`config.mk`:
```
export PLATFORM = sky130hd
export DESIGN_NAME = content_defined_chunk_boundary_top
export DESIGN_NICKNAME = d
export VERILOG_FILES = /design/src/rtl/cdcb_pkg.sv /design/src/rtl/cdcb_ram.sv /design/src/rtl/content_defined_chunk_boundary_top.sv
export SDC_FILE = /design/constraint.sdc
export NUM_CORES = 1
export LEC_CHECK = 0
export BUFFER_PORTS_ARGS = -buffer_cell sky130_fd_sc_hd__buf_4
export CORE_MARGIN = 3
export CORE_UTILIZATION = 50
export CTS_CLUSTER_SIZE = 24
export DETAILED_ROUTE_END_ITERATION = 10
export PLACE_DENSITY = 0.65
export SYNTH_ARGS = -nofsm -noshare
export SYNTH_HDL_FRONTEND = slang
export SYNTH_HIERARCHICAL = 1
export SYNTH_SLANG_ARGS = --single-unit
```
`constraint.sdc`:
```
create_clock -name aclk -period 6.9 [get_ports aclk]
set_input_delay 0.345 -clock aclk [delete_from_list [all_inputs] [get_ports aclk]]
set_output_delay 0.345 -clock aclk [all_outputs]
set_load 0.005 [all_outputs]
```
`src/rtl/cdcb_pkg.sv`:
```
`default_nettype none
// ----------------------------------------------------------------------------
// cdcb_pkg
// Shared types and constants for the content-defined chunk boundary finder:
// cut reason codes, register map and register reset values.
// ----------------------------------------------------------------------------
package cdcb_pkg;

    typedef enum logic [1:0] {
        REASON_NONE   = 2'd0,
        REASON_ANCHOR = 2'd1,
        REASON_MAX    = 2'd2,
        REASON_END    = 2'd3
    } cut_reason_t;

    typedef enum logic [2:0] {
        REG_WINDOW_SIZE  = 3'd0,
        REG_TOP_POWER    = 3'd1,
        REG_MIN_CHUNK    = 3'd2,
        REG_MAX_CHUNK    = 3'd3,
        REG_ANCHOR_BITS  = 3'd4
    } reg_index_t;

    localparam int unsigned APB_ADDR_W = 5;
    localparam int unsigned APB_DATA_W = 32;

    localparam int unsigned FP_W       = 16;
    localparam int unsigned WSIZE_W    = 7;
    localparam int unsigned MINCH_W    = 16;
    localparam int unsigned MAXCH_W    = 17;
    localparam int unsigned ANCHOR_W   = 4;
    localparam int unsigned CHLEN_W    = 17;

    localparam logic [WSIZE_W-1:0]  RST_WINDOW_SIZE = 7'd48;
    localparam logic [FP_W-1:0]     RST_TOP_POWER   = 16'd12033;
    localparam logic [MINCH_W-1:0]  RST_MIN_CHUNK   = 16'd2048;
    localparam logic [MAXCH_W-1:0]  RST_MAX_CHUNK   = 17'd16384;
    localparam logic [ANCHOR_W-1:0] RST_ANCHOR_BITS = 4'd13;

    // low byte of any power of the base 257 modulo 2^16 is always one
    localparam logic [7:0] POW_LOW_BYTE = 8'h01;

endpackage : cdcb_pkg
`default_nettype wire

```
`src/rtl/cdcb_ram.sv`:
```
`default_nettype none
// ----------------------------------------------------------------------------
// cdcb_ram
// Generic simple dual-port RAM: one write port, one read port with
// registered read data that holds while no read is issued.
// ----------------------------------------------------------------------------
module cdcb_ram #(
    parameter int unsigned WIDTH = 8,
    parameter int unsigned DEPTH = 64
) (
    input  wire                                        aclk,
    input  wire                                        we,
    input  wire  [(DEPTH > 1 ? $clog2(DEPTH) : 1)-1:0] waddr,
    input  wire  [WIDTH-1:0]                           wdata,
    input  wire                                        re,
    input  wire  [(DEPTH > 1 ? $clog2(DEPTH) : 1)-1:0] raddr,
    output logic [WIDTH-1:0]                           rdata
);

    logic [WIDTH-1:0] mem [DEPTH];

    always_ff @(posedge aclk) begin
        if (we) begin
            mem[waddr] <= wdata;
        end
        if (re) begin
            rdata <= mem[raddr];
        end
    end

endmodule : cdcb_ram
`default_nettype wire

```
`src/rtl/content_defined_chunk_boundary_top.sv`:
```
`default_nettype none
// ----------------------------------------------------------------------------
// content_defined_chunk_boundary_top
// Content-defined chunk boundary finder with a 16-bit base-257 rolling
// fingerprint; window bytes of the current chunk live in a ring RAM.
//
//   channel   direction  handshake         payload
//   s_        in         s_valid/s_ready   s_data_byte, s_stream_end
//   m_        out        m_valid/m_ready   m_cut, m_cut_reason, m_chunk_length
//   apb       in/out     psel/penable      paddr, pwdata, prdata
//
// one word per cycle sustained while m_ready holds high; ring read at accept,
// then fingerprint update and cut test in stage 1, registered into the output
// register; the fingerprint loop closes in stage 1; a same-cycle ring
// write/read hazard is forwarded
// synchronous active-low reset clears control state and the registers
// a stalled m_ side holds one word in stage 1 and one in the output register
// ----------------------------------------------------------------------------
module content_defined_chunk_boundary_top
    import cdcb_pkg::*;
#(
    parameter int unsigned MAX_WINDOW = 64,
    parameter int unsigned MAX_CHUNK  = 65536
) (
    input  wire                     aclk,
    input  wire                     aresetn,

    input  wire                     s_valid,
    output logic                    s_ready,
    input  wire  [7:0]              s_data_byte,
    input  wire                     s_stream_end,

    output logic                    m_valid,
    input  wire                     m_ready,
    output logic                    m_cut,
    output logic [1:0]              m_cut_reason,
    output logic [CHLEN_W-1:0]      m_chunk_length,

    input  wire                     psel,
    input  wire                     penable,
    input  wire                     pwrite,
    input  wire  [APB_ADDR_W-1:0]   paddr,
    input  wire  [APB_DATA_W-1:0]   pwdata,
    output logic [APB_DATA_W-1:0]   prdata,
    output logic                    pready
);

    localparam int unsigned PW = (MAX_WINDOW > 1) ? $clog2(MAX_WINDOW) : 1;
    localparam int unsigned RW = PW + 2;
    localparam int unsigned LW = $clog2(MAX_CHUNK + 1);
    localparam int unsigned CW = (LW > 17) ? LW : 17;

    // configuration registers
    logic [WSIZE_W-1:0]  window_size_reg;
    logic [FP_W-1:0]     top_power_reg;
    logic [MINCH_W-1:0]  min_chunk_reg;
    logic [MAXCH_W-1:0]  max_chunk_reg;
    logic [ANCHOR_W-1:0] anchor_bits_reg;

    logic cfg_wr;

    // stage 1 and output
    logic                s1_valid_reg;
    logic [7:0]          s1_byte_reg;
    logic                s1_end_reg;
    logic                s1_fwd_reg;
    logic [7:0]          s1_fwd_byte_reg;

    logic [FP_W-1:0]     fp_reg;
    logic [FP_W-1:0]     fp_next;
    logic [LW-1:0]       len_reg;
    logic [LW-1:0]       len_next;
    logic [PW-1:0]       wr_ptr_reg;
    logic [PW-1:0]       wr_ptr_next;

    logic                m_valid_reg;
    logic                m_cut_reg;
    cut_reason_t         m_reason_reg;
    logic [CHLEN_W-1:0]  m_len_reg;

    logic                s_accept;
    logic                adv1;

    // clamped settings
    logic [CW-1:0]       ws_ext;
    logic [CW-1:0]       w_c;
    logic [CW-1:0]       emax_ext;
    logic [CW-1:0]       emax_c;
    logic [CW-1:0]       min_ext;
    logic [ANCHOR_W-1:0] bits_c;
    logic [FP_W-1:0]     mask;

    // ring access
    logic [PW-1:0]       wr_ptr_inc;
    logic [PW-1:0]       rd_base;
    logic [RW-1:0]       rd_diff;
    logic [PW-1:0]       rd_addr;
    logic [7:0]          ram_rdata;
    logic [7:0]          old_byte;

    // fingerprint and cut test
    logic [CW-1:0]       cnt_ext;
    logic [CW-1:0]       new_ext;
    logic [CW-1:0]       exp_full;
    logic [FP_W-1:0]     pow;
    logic [23:0]         fill_prod;
    logic [FP_W-1:0]     fp_fill;
    logic [23:0]         drop_prod;
    logic [FP_W-1:0]     drop_neg;
    logic [FP_W-1:0]     slide_sum;
    logic [FP_W-1:0]     fp_slide;
    logic                filling;
    logic [FP_W-1:0]     fp_upd;
    cut_reason_t         reason;
    logic                s1_cut;

    // ------------------------------------------------------------------
    // apb register file
    // ------------------------------------------------------------------
    assign pready = 1'b1;
    assign cfg_wr = psel & penable & pwrite & pready;

    always_ff @(posedge aclk) begin
        if (!aresetn) begin
            window_size_reg <= RST_WINDOW_SIZE;
            top_power_reg   <= RST_TOP_POWER;
            min_chunk_reg   <= RST_MIN_CHUNK;
            max_chunk_reg   <= RST_MAX_CHUNK;
            anchor_bits_reg <= RST_ANCHOR_BITS;
        end else if (cfg_wr) begin
            case (reg_index_t'(paddr[4:2]))
                REG_WINDOW_SIZE: window_size_reg <= pwdata[WSIZE_W-1:0];
                REG_TOP_POWER:   top_power_reg   <= pwdata[FP_W-1:0];
                REG_MIN_CHUNK:   min_chunk_reg   <= pwdata[MINCH_W-1:0];
                REG_MAX_CHUNK:   max_chunk_reg   <= pwdata[MAXCH_W-1:0];
                REG_ANCHOR_BITS: anchor_bits_reg <= pwdata[ANCHOR_W-1:0];
                default: ;
            endcase
        end
    end

    always_comb begin
        case (reg_index_t'(paddr[4:2]))
            REG_WINDOW_SIZE: prdata = APB_DATA_W'(window_size_reg);
            REG_TOP_POWER:   prdata = APB_DATA_W'(top_power_reg);
            REG_MIN_CHUNK:   prdata = APB_DATA_W'(min_chunk_reg);
            REG_MAX_CHUNK:   prdata = APB_DATA_W'(max_chunk_reg);
            REG_ANCHOR_BITS: prdata = APB_DATA_W'(anchor_bits_reg);
            default:         prdata = '0;
        endcase
    end

    // ------------------------------------------------------------------
    // clamped settings
    // ------------------------------------------------------------------
    always_comb begin
        ws_ext = CW'(window_size_reg);
        if (ws_ext == '0) begin
            w_c = CW'(1);
        end else if (ws_ext > CW'(MAX_WINDOW)) begin
            w_c = CW'(MAX_WINDOW);
        end else begin
            w_c = ws_ext;
        end

        emax_ext = CW'(max_chunk_reg);
        if (emax_ext > CW'(MAX_CHUNK)) begin
            emax_c = CW'(MAX_CHUNK);
        end else begin
            emax_c = emax_ext;
        end

        min_ext = CW'(min_chunk_reg);
        bits_c  = (anchor_bits_reg == '0) ? ANCHOR_W'(1) : anchor_bits_reg;
        mask    = (FP_W'(1) << bits_c) - FP_W'(1);
    end

    // ------------------------------------------------------------------
    // handshake
    // ------------------------------------------------------------------
    assign adv1     = s1_valid_reg & (~m_valid_reg | m_ready);
    assign s_ready  = ~s1_valid_reg | adv1;
    assign s_accept = s_valid & s_ready;

    // ------------------------------------------------------------------
    // ring read address for the incoming word
    // ------------------------------------------------------------------
    assign wr_ptr_inc = (wr_ptr_reg == PW'(MAX_WINDOW - 1)) ? '0 : wr_ptr_reg + PW'(1);
    assign rd_base    = adv1 ? wr_ptr_inc : wr_ptr_reg;

    always_comb begin
        rd_diff = RW'(rd_base) + RW'(MAX_WINDOW) - RW'(w_c);
        if (rd_diff >= RW'(MAX_WINDOW)) begin
            rd_diff = rd_diff - RW'(MAX_WINDOW);
        end
        rd_addr = rd_diff[PW-1:0];
    end

    cdcb_ram #(
        .WIDTH (8),
        .DEPTH (MAX_WINDOW)
    ) u_ring (
        .aclk  (aclk),
        .we    (adv1),
        .waddr (wr_ptr_reg),
        .wdata (s1_byte_reg),
        .re    (s_accept),
        .raddr (rd_addr),
        .rdata (ram_rdata)
    );

    assign old_byte = s1_fwd_reg ? s1_fwd_byte_reg : ram_rdata;

    always_ff @(posedge aclk) begin
        if (!aresetn) begin
            s1_valid_reg <= 1'b0;
        end else if (s_accept) begin
            s1_valid_reg <= 1'b1;
        end else if (adv1) begin
            s1_valid_reg <= 1'b0;
        end
    end

    always_ff @(posedge aclk) begin
        if (s_accept) begin
            s1_byte_reg     <= s_data_byte;
            s1_end_reg      <= s_stream_end;
            s1_fwd_reg      <= adv1 & (rd_addr == wr_ptr_reg);
            s1_fwd_byte_reg <= s1_byte_reg;
        end
    end

    // ------------------------------------------------------------------
    // fingerprint update and cut test
    // ------------------------------------------------------------------
    always_comb begin
        cnt_ext  = CW'(len_reg);
        new_ext  = cnt_ext + CW'(1);
        filling  = cnt_ext < w_c;

        // 257^e mod 2^16 reduces to 1 + 256*e
        exp_full  = w_c - CW'(1) - cnt_ext;
        pow       = {exp_full[7:0], POW_LOW_BYTE};
        fill_prod = 24'(s1_byte_reg) * 24'(pow);
        fp_fill   = fp_reg + fill_prod[FP_W-1:0];

        drop_prod = 24'(old_byte) * 24'(top_power_reg);
        drop_neg  = FP_W'(0) - drop_prod[FP_W-1:0];
        slide_sum = fp_reg + drop_neg;
        fp_slide  = slide_sum + {slide_sum[7:0], 8'h00} + FP_W'(s1_byte_reg);

        fp_upd = filling ? fp_fill : fp_slide;

        reason = REASON_NONE;
        if (!filling && (new_ext >= min_ext)) begin
            if ((fp_slide & mask) == '0) begin
                reason = REASON_ANCHOR;
            end else if (new_ext >= emax_c) begin
                reason = REASON_MAX;
            end
        end
        if ((reason == REASON_NONE) && (new_ext >= CW'(MAX_CHUNK))) begin
            reason = REASON_MAX;
        end
        if ((reason == REASON_NONE) && s1_end_reg) begin
            reason = REASON_END;
        end
        s1_cut = (reason != REASON_NONE);

        fp_next     = s1_cut ? '0 : fp_upd;
        len_next    = s1_cut ? '0 : LW'(new_ext);
        wr_ptr_next = s1_cut ? '0 : wr_ptr_inc;
    end

    always_ff @(posedge aclk) begin
        if (!aresetn) begin
            fp_reg     <= '0;
            len_reg    <= '0;
            wr_ptr_reg <= '0;
        end else if (adv1) begin
            fp_reg     <= fp_next;
            len_reg    <= len_next;
            wr_ptr_reg <= wr_ptr_next;
        end
    end

    // ------------------------------------------------------------------
    // output register
    // ------------------------------------------------------------------
    always_ff @(posedge aclk) begin
        if (!aresetn) begin
            m_valid_reg <= 1'b0;
        end else if (adv1) begin
            m_valid_reg <= 1'b1;
        end else if (m_ready) begin
            m_valid_reg <= 1'b0;
        end
    end

    always_ff @(posedge aclk) begin
        if (adv1) begin
            m_cut_reg    <= s1_cut;
            m_reason_reg <= reason;
            m_len_reg    <= new_ext[CHLEN_W-1:0];
        end
    end

    assign m_valid        = m_valid_reg;
    assign m_cut          = m_cut_reg;
    assign m_cut_reason   = m_reason_reg;
    assign m_chunk_length = m_len_reg;

    // ------------------------------------------------------------------
    // assertions
    // ------------------------------------------------------------------
    a_cut_matches_reason: assert property (@(posedge aclk) disable iff (!aresetn)
        m_valid |-> (m_cut == (m_cut_reason != REASON_NONE)))
        else $error("cut flag disagrees with cut reason");

    a_cut_clears_state: assert property (@(posedge aclk) disable iff (!aresetn)
        (adv1 && s1_cut) |=> (len_reg == '0 && fp_reg == '0 && wr_ptr_reg == '0))
        else $error("chunk state not cleared after cut");

    a_len_below_cap: assert property (@(posedge aclk) disable iff (!aresetn)
        CW'(len_reg) < CW'(MAX_CHUNK))
        else $error("chunk length reached capacity without a cut");

    a_stall_only_when_full: assert property (@(posedge aclk) disable iff (!aresetn)
        !s_ready |-> (s1_valid_reg && m_valid && !m_ready))
        else $error("input stalled while pipeline has room");

endmodule : content_defined_chunk_boundary_top
`default_nettype wire
```
==> flow_metrics.py <==
metrics = {
    "yosys": {
        "yosysMostFrequentCell": "edfxtp_1",
        "synthDominantCellAreaShare_pct": 50.2,
        "synth_edf_count": 558,
        "synth_top_area_cell": "edfxtp_1",
        "ys.flop_type": "edfxtp_1",
        "avgSynthCellArea_um2": 13.6,
        "async_flop_share_pct": 0,
        "yosys_register_bits": 658,
        "synth-seq-area-share_pct": 56.2,
        "yosysWarnings": 6,
        "ys_types": 72,
        "synth_commonest_cells": "edfxtp_1, nand2_1, nor2_1",
        "synth.area.top_cells": "edfxtp_1, mux4_2, dfxtp_1, fa_1, ha_1",
        "netlist_area_um2": 33400,
        "synthCells": 2451,
    },
    "die": {
        "die_w_um": 264,
        "pin_count": 108,
        "fp-row-count": 94,
        "core_area_um2": 66000,
        "die_y_um": 264,
        "dieArea_um2": 69900,
        "start_util_pct": 50.6,
    },
    "timing": {
        "setup_viol": 7,
        "grt_setup_unrepaired": "true",
        "setup_slack_ns": -0.0418,
        "relSlewSlack_pct": 28.0,
        "fin_crit_ns": 6.94,
        "fin_skew_ns": 0.0297,
        "hold_viol_final": 0,
        "slew_violations": 0,
        "fin_crit_sh_pct": 101,
        "fin_setup_tns_ns": -0.132,
        "fmax_ghz": 0.144,
        "worst_pin_slew_ns": 1.08,
    },
    "setup_path": {
        "crit_slowest_cell": "fa_1",
        "worst_path_largest_cell_delay_ns": 0.54,
        "r2r-start": "s1_fwd_reg$_DFFE_PP_",
        "cp.buffers_inverters": 8,
        "crit_fanout": 22,
        "path_common_cell": "fa_1",
        "crit_family": "adder cells",
        "path_class": "register to register",
        "r2r_cells": 32,
        "critPathCaptureType": "register",
        "cp.required_ns": 7.36,
        "arrival_ns": 7.40,
        "r2r_slack_ns": -0.04,
        "worstSetupStartpointType": "register",
        "startpoint": "s1_fwd_reg$_DFFE_PP_",
        "r2r_end": "cnt_ext[3]$_SDFFE_PN0P_",
    },
    "finish": {
        "instances_no_fill": 3529,
        "antenna_cells": 0,
        "register_area_um2": 18800,
        "final_area_um2": 38200,
        "fin_nets": 2903,
        "largest_reg_flops": 512,
        "fillers": 5139,
        "syn_to_final_growth_pct": 14.5,
        "layout-drive-gt1-share_pct": 19.4,
        "multi_input_area_um2": 13800,
        "largest_register": "u_ring/mem",
    },
    "route": {
        "wl_met1_um": 34100,
        "firstDrtPassIters": 5,
        "ant_nets": 0,
        "drc_errors": 0,
        "met2_length_um": 40000,
        "route.met3.wl_um": 4620,
        "via_per_inst": 5.88,
        "drt_iter0_drc": 1760,
        "wirelength_um": 81400,
        "wl_per_cell_um": 23.1,
        "vias": 20750,
        "top_layer": "met4",
    },
    "pwr": {
        "peakVddDrop_v": 0.000386,
        "power.density_nw_per_um2": 324,
        "comb_power_share_pct": 34.6,
        "netSwitchingFraction_pct": 30.2,
        "power.switching_mw": 3.74,
        "cellInternalPower_mw": 8.64,
        "p_leak_nw": 13.7,
        "seq_power_share_pct": 35.3,
        "pwr-share-clk_pct": 30.1,
    },
    "clocking": {
        "clockBufferDepth": 3,
        "cts_root_buf": "clkbuf_16",
        "clock_latency_ns": 0.62,
        "clkSinkCount": 658,
        "cts_tree": "yes",
        "cts_buffers": 69,
        "path_clk_slew_ns": 0.06,
        "htree_levels": 3,
    },
    "place": {
        "dp_hpwl_um": 53400,
        "place_congestion": 0.868,
        "post-place-cells": 3356,
        "place_area_um2": 35100,
        "portBuffers": 74,
    },
    "job": {
        "maxCapViolCount": 0,
    },
    "grt": {
        "grt_pass1_wl_um": 124000,
        "grt_max_degree": 84,
        "first_global_vias": 21000,
        "grtUsageTotal_pct": 23.2,
        "antenna_found_initial": 0,
        "grt_overflow_total": 0,
    },
    "hold_path": {
        "worstHoldPathCells": 3,
        "hold_start": "pwdata[2]",
        "hp-class": "primary input to register",
        "holdPathEnd": "emax_ext[2]$_SDFFE_PN0P_",
    },
    "run_status": {
        "outcome": "complete, but fails checks",
        "violations": "setup timing",
    },
}
==> layout make-up <==
class	count	area share, %
clock buffers	86	4.85
clock inverters	36	1.06
inverters	146	1.46
multi-input cells	1525	36.1
flip-flops and latches	658	49.1
well taps	864	2.83
repair buffers	214	4.63
==> worst reg2reg max path, delay by kind of cell (launching register included) <==
| kind | cells | cell delay, ns |
|---|---|---|
| adders and majority gates | 6 | 2.57 |
| AOI/OAI and AO/OA | 9 | 1.36 |
| buffers and inverters | 8 | 1.15 |
| and+or+nand+nor | 7 | 0.87 |
| DFF | 1 | 0.45 |
| xor gates and xnor gates | 1 | 0.23 |
| muxes | 1 | 0.19 |
==> placed cells by master (no fill, tap or decap), types with 58 or more instances in the layout <==
cell type / instances
nand3_1: 58
nand2_1: 224
fa_1: 95
a21oi_1: 109
nor2_1: 159
dfxtp_1: 100
clkbuf_16: 71
buf_4: 176
edfxtp_1: 558
mux4_2: 129
nor2b_1: 82
ha_1: 134
inv_1: 140
==> stage by stage <==
stage	power (mW)	worst slack, ns	hold slack [ns]	util [%]
2_1_floorplan	6.78	0.0134	0.432	-
3_3_place_gp	8.00	-0.112	0.439	53.2
6_report	12.4	-0.0418	0.0327	57.9
3_5_place_dp	8.06	-0.221	0.447	53.2
4_1_cts	12.2	-0.00849	0.000753	57.5
5_1_grt	13.0	-0.334	0.0291	57.9
==> cells by family after synthesis <==
kind of cell / synth area share (%)
and+or+nand+nor: 9.56
other: 0.0225
xor gates and xnor gates: 1.68
DFF: 56.2
adders and majority gates: 11.0
muxes: 11.3
buffers and inverters: 3.77
AOI/OAI and AO/OA: 6.43
==> timing repair <==
action	CTS	global route
buffers inserted	19	9
hold buffers	24	0
setup endpoints to repair	37	40
gates resized for setup	34	44
pin swaps	30	22
hold endpoints to repair	47	0
==> power by group through the flow <==
| stage | logic, mW | clock network (mW) | registers (mW) |
|---|---|---|---|
| finish | 4.28 | 3.73 | 4.38 |
| global route | 4.70 | 3.95 | 4.38 |
| CTS | 4.07 | 3.81 | 4.37 |
| detailed placement | 3.60 | 0 | 4.46 |
| global placement | 3.54 | 0 | 4.46 |
| floorplan | 2.31 | 0 | 4.47 |
==> per-layer routing <==
metal  GRT usage (%)  vias to the layer above
met5               0                        -
met4            7.90                        0
met3            3.66                      144
met2            38.7                      704
met1            31.3                    10585
li1                -                     9317
==> worst max-delay path by stage <==
stage | end | slack (ns) | cells past startpoint
final | cnt_ext[3]$_SDFFE_PN0P_ | -0.04 | 32
after global placement | fp_reg[13]$_SDFFE_PN0P_ | -0.11 | 29
after global routing | cnt_ext[3]$_SDFFE_PN0P_ | -0.33 | 32
after floorplan | fp_reg[12]$_SDFFE_PN0P_ | 0.01 | 31
after CTS | fp_reg[3]$_SDFFE_PN0P_ | -0.008 | 28
after detailed placement | fp_reg[3]$_SDFFE_PN0P_ | -0.22 | 28
Note: power is estimated with default switching activity, not from simulation.
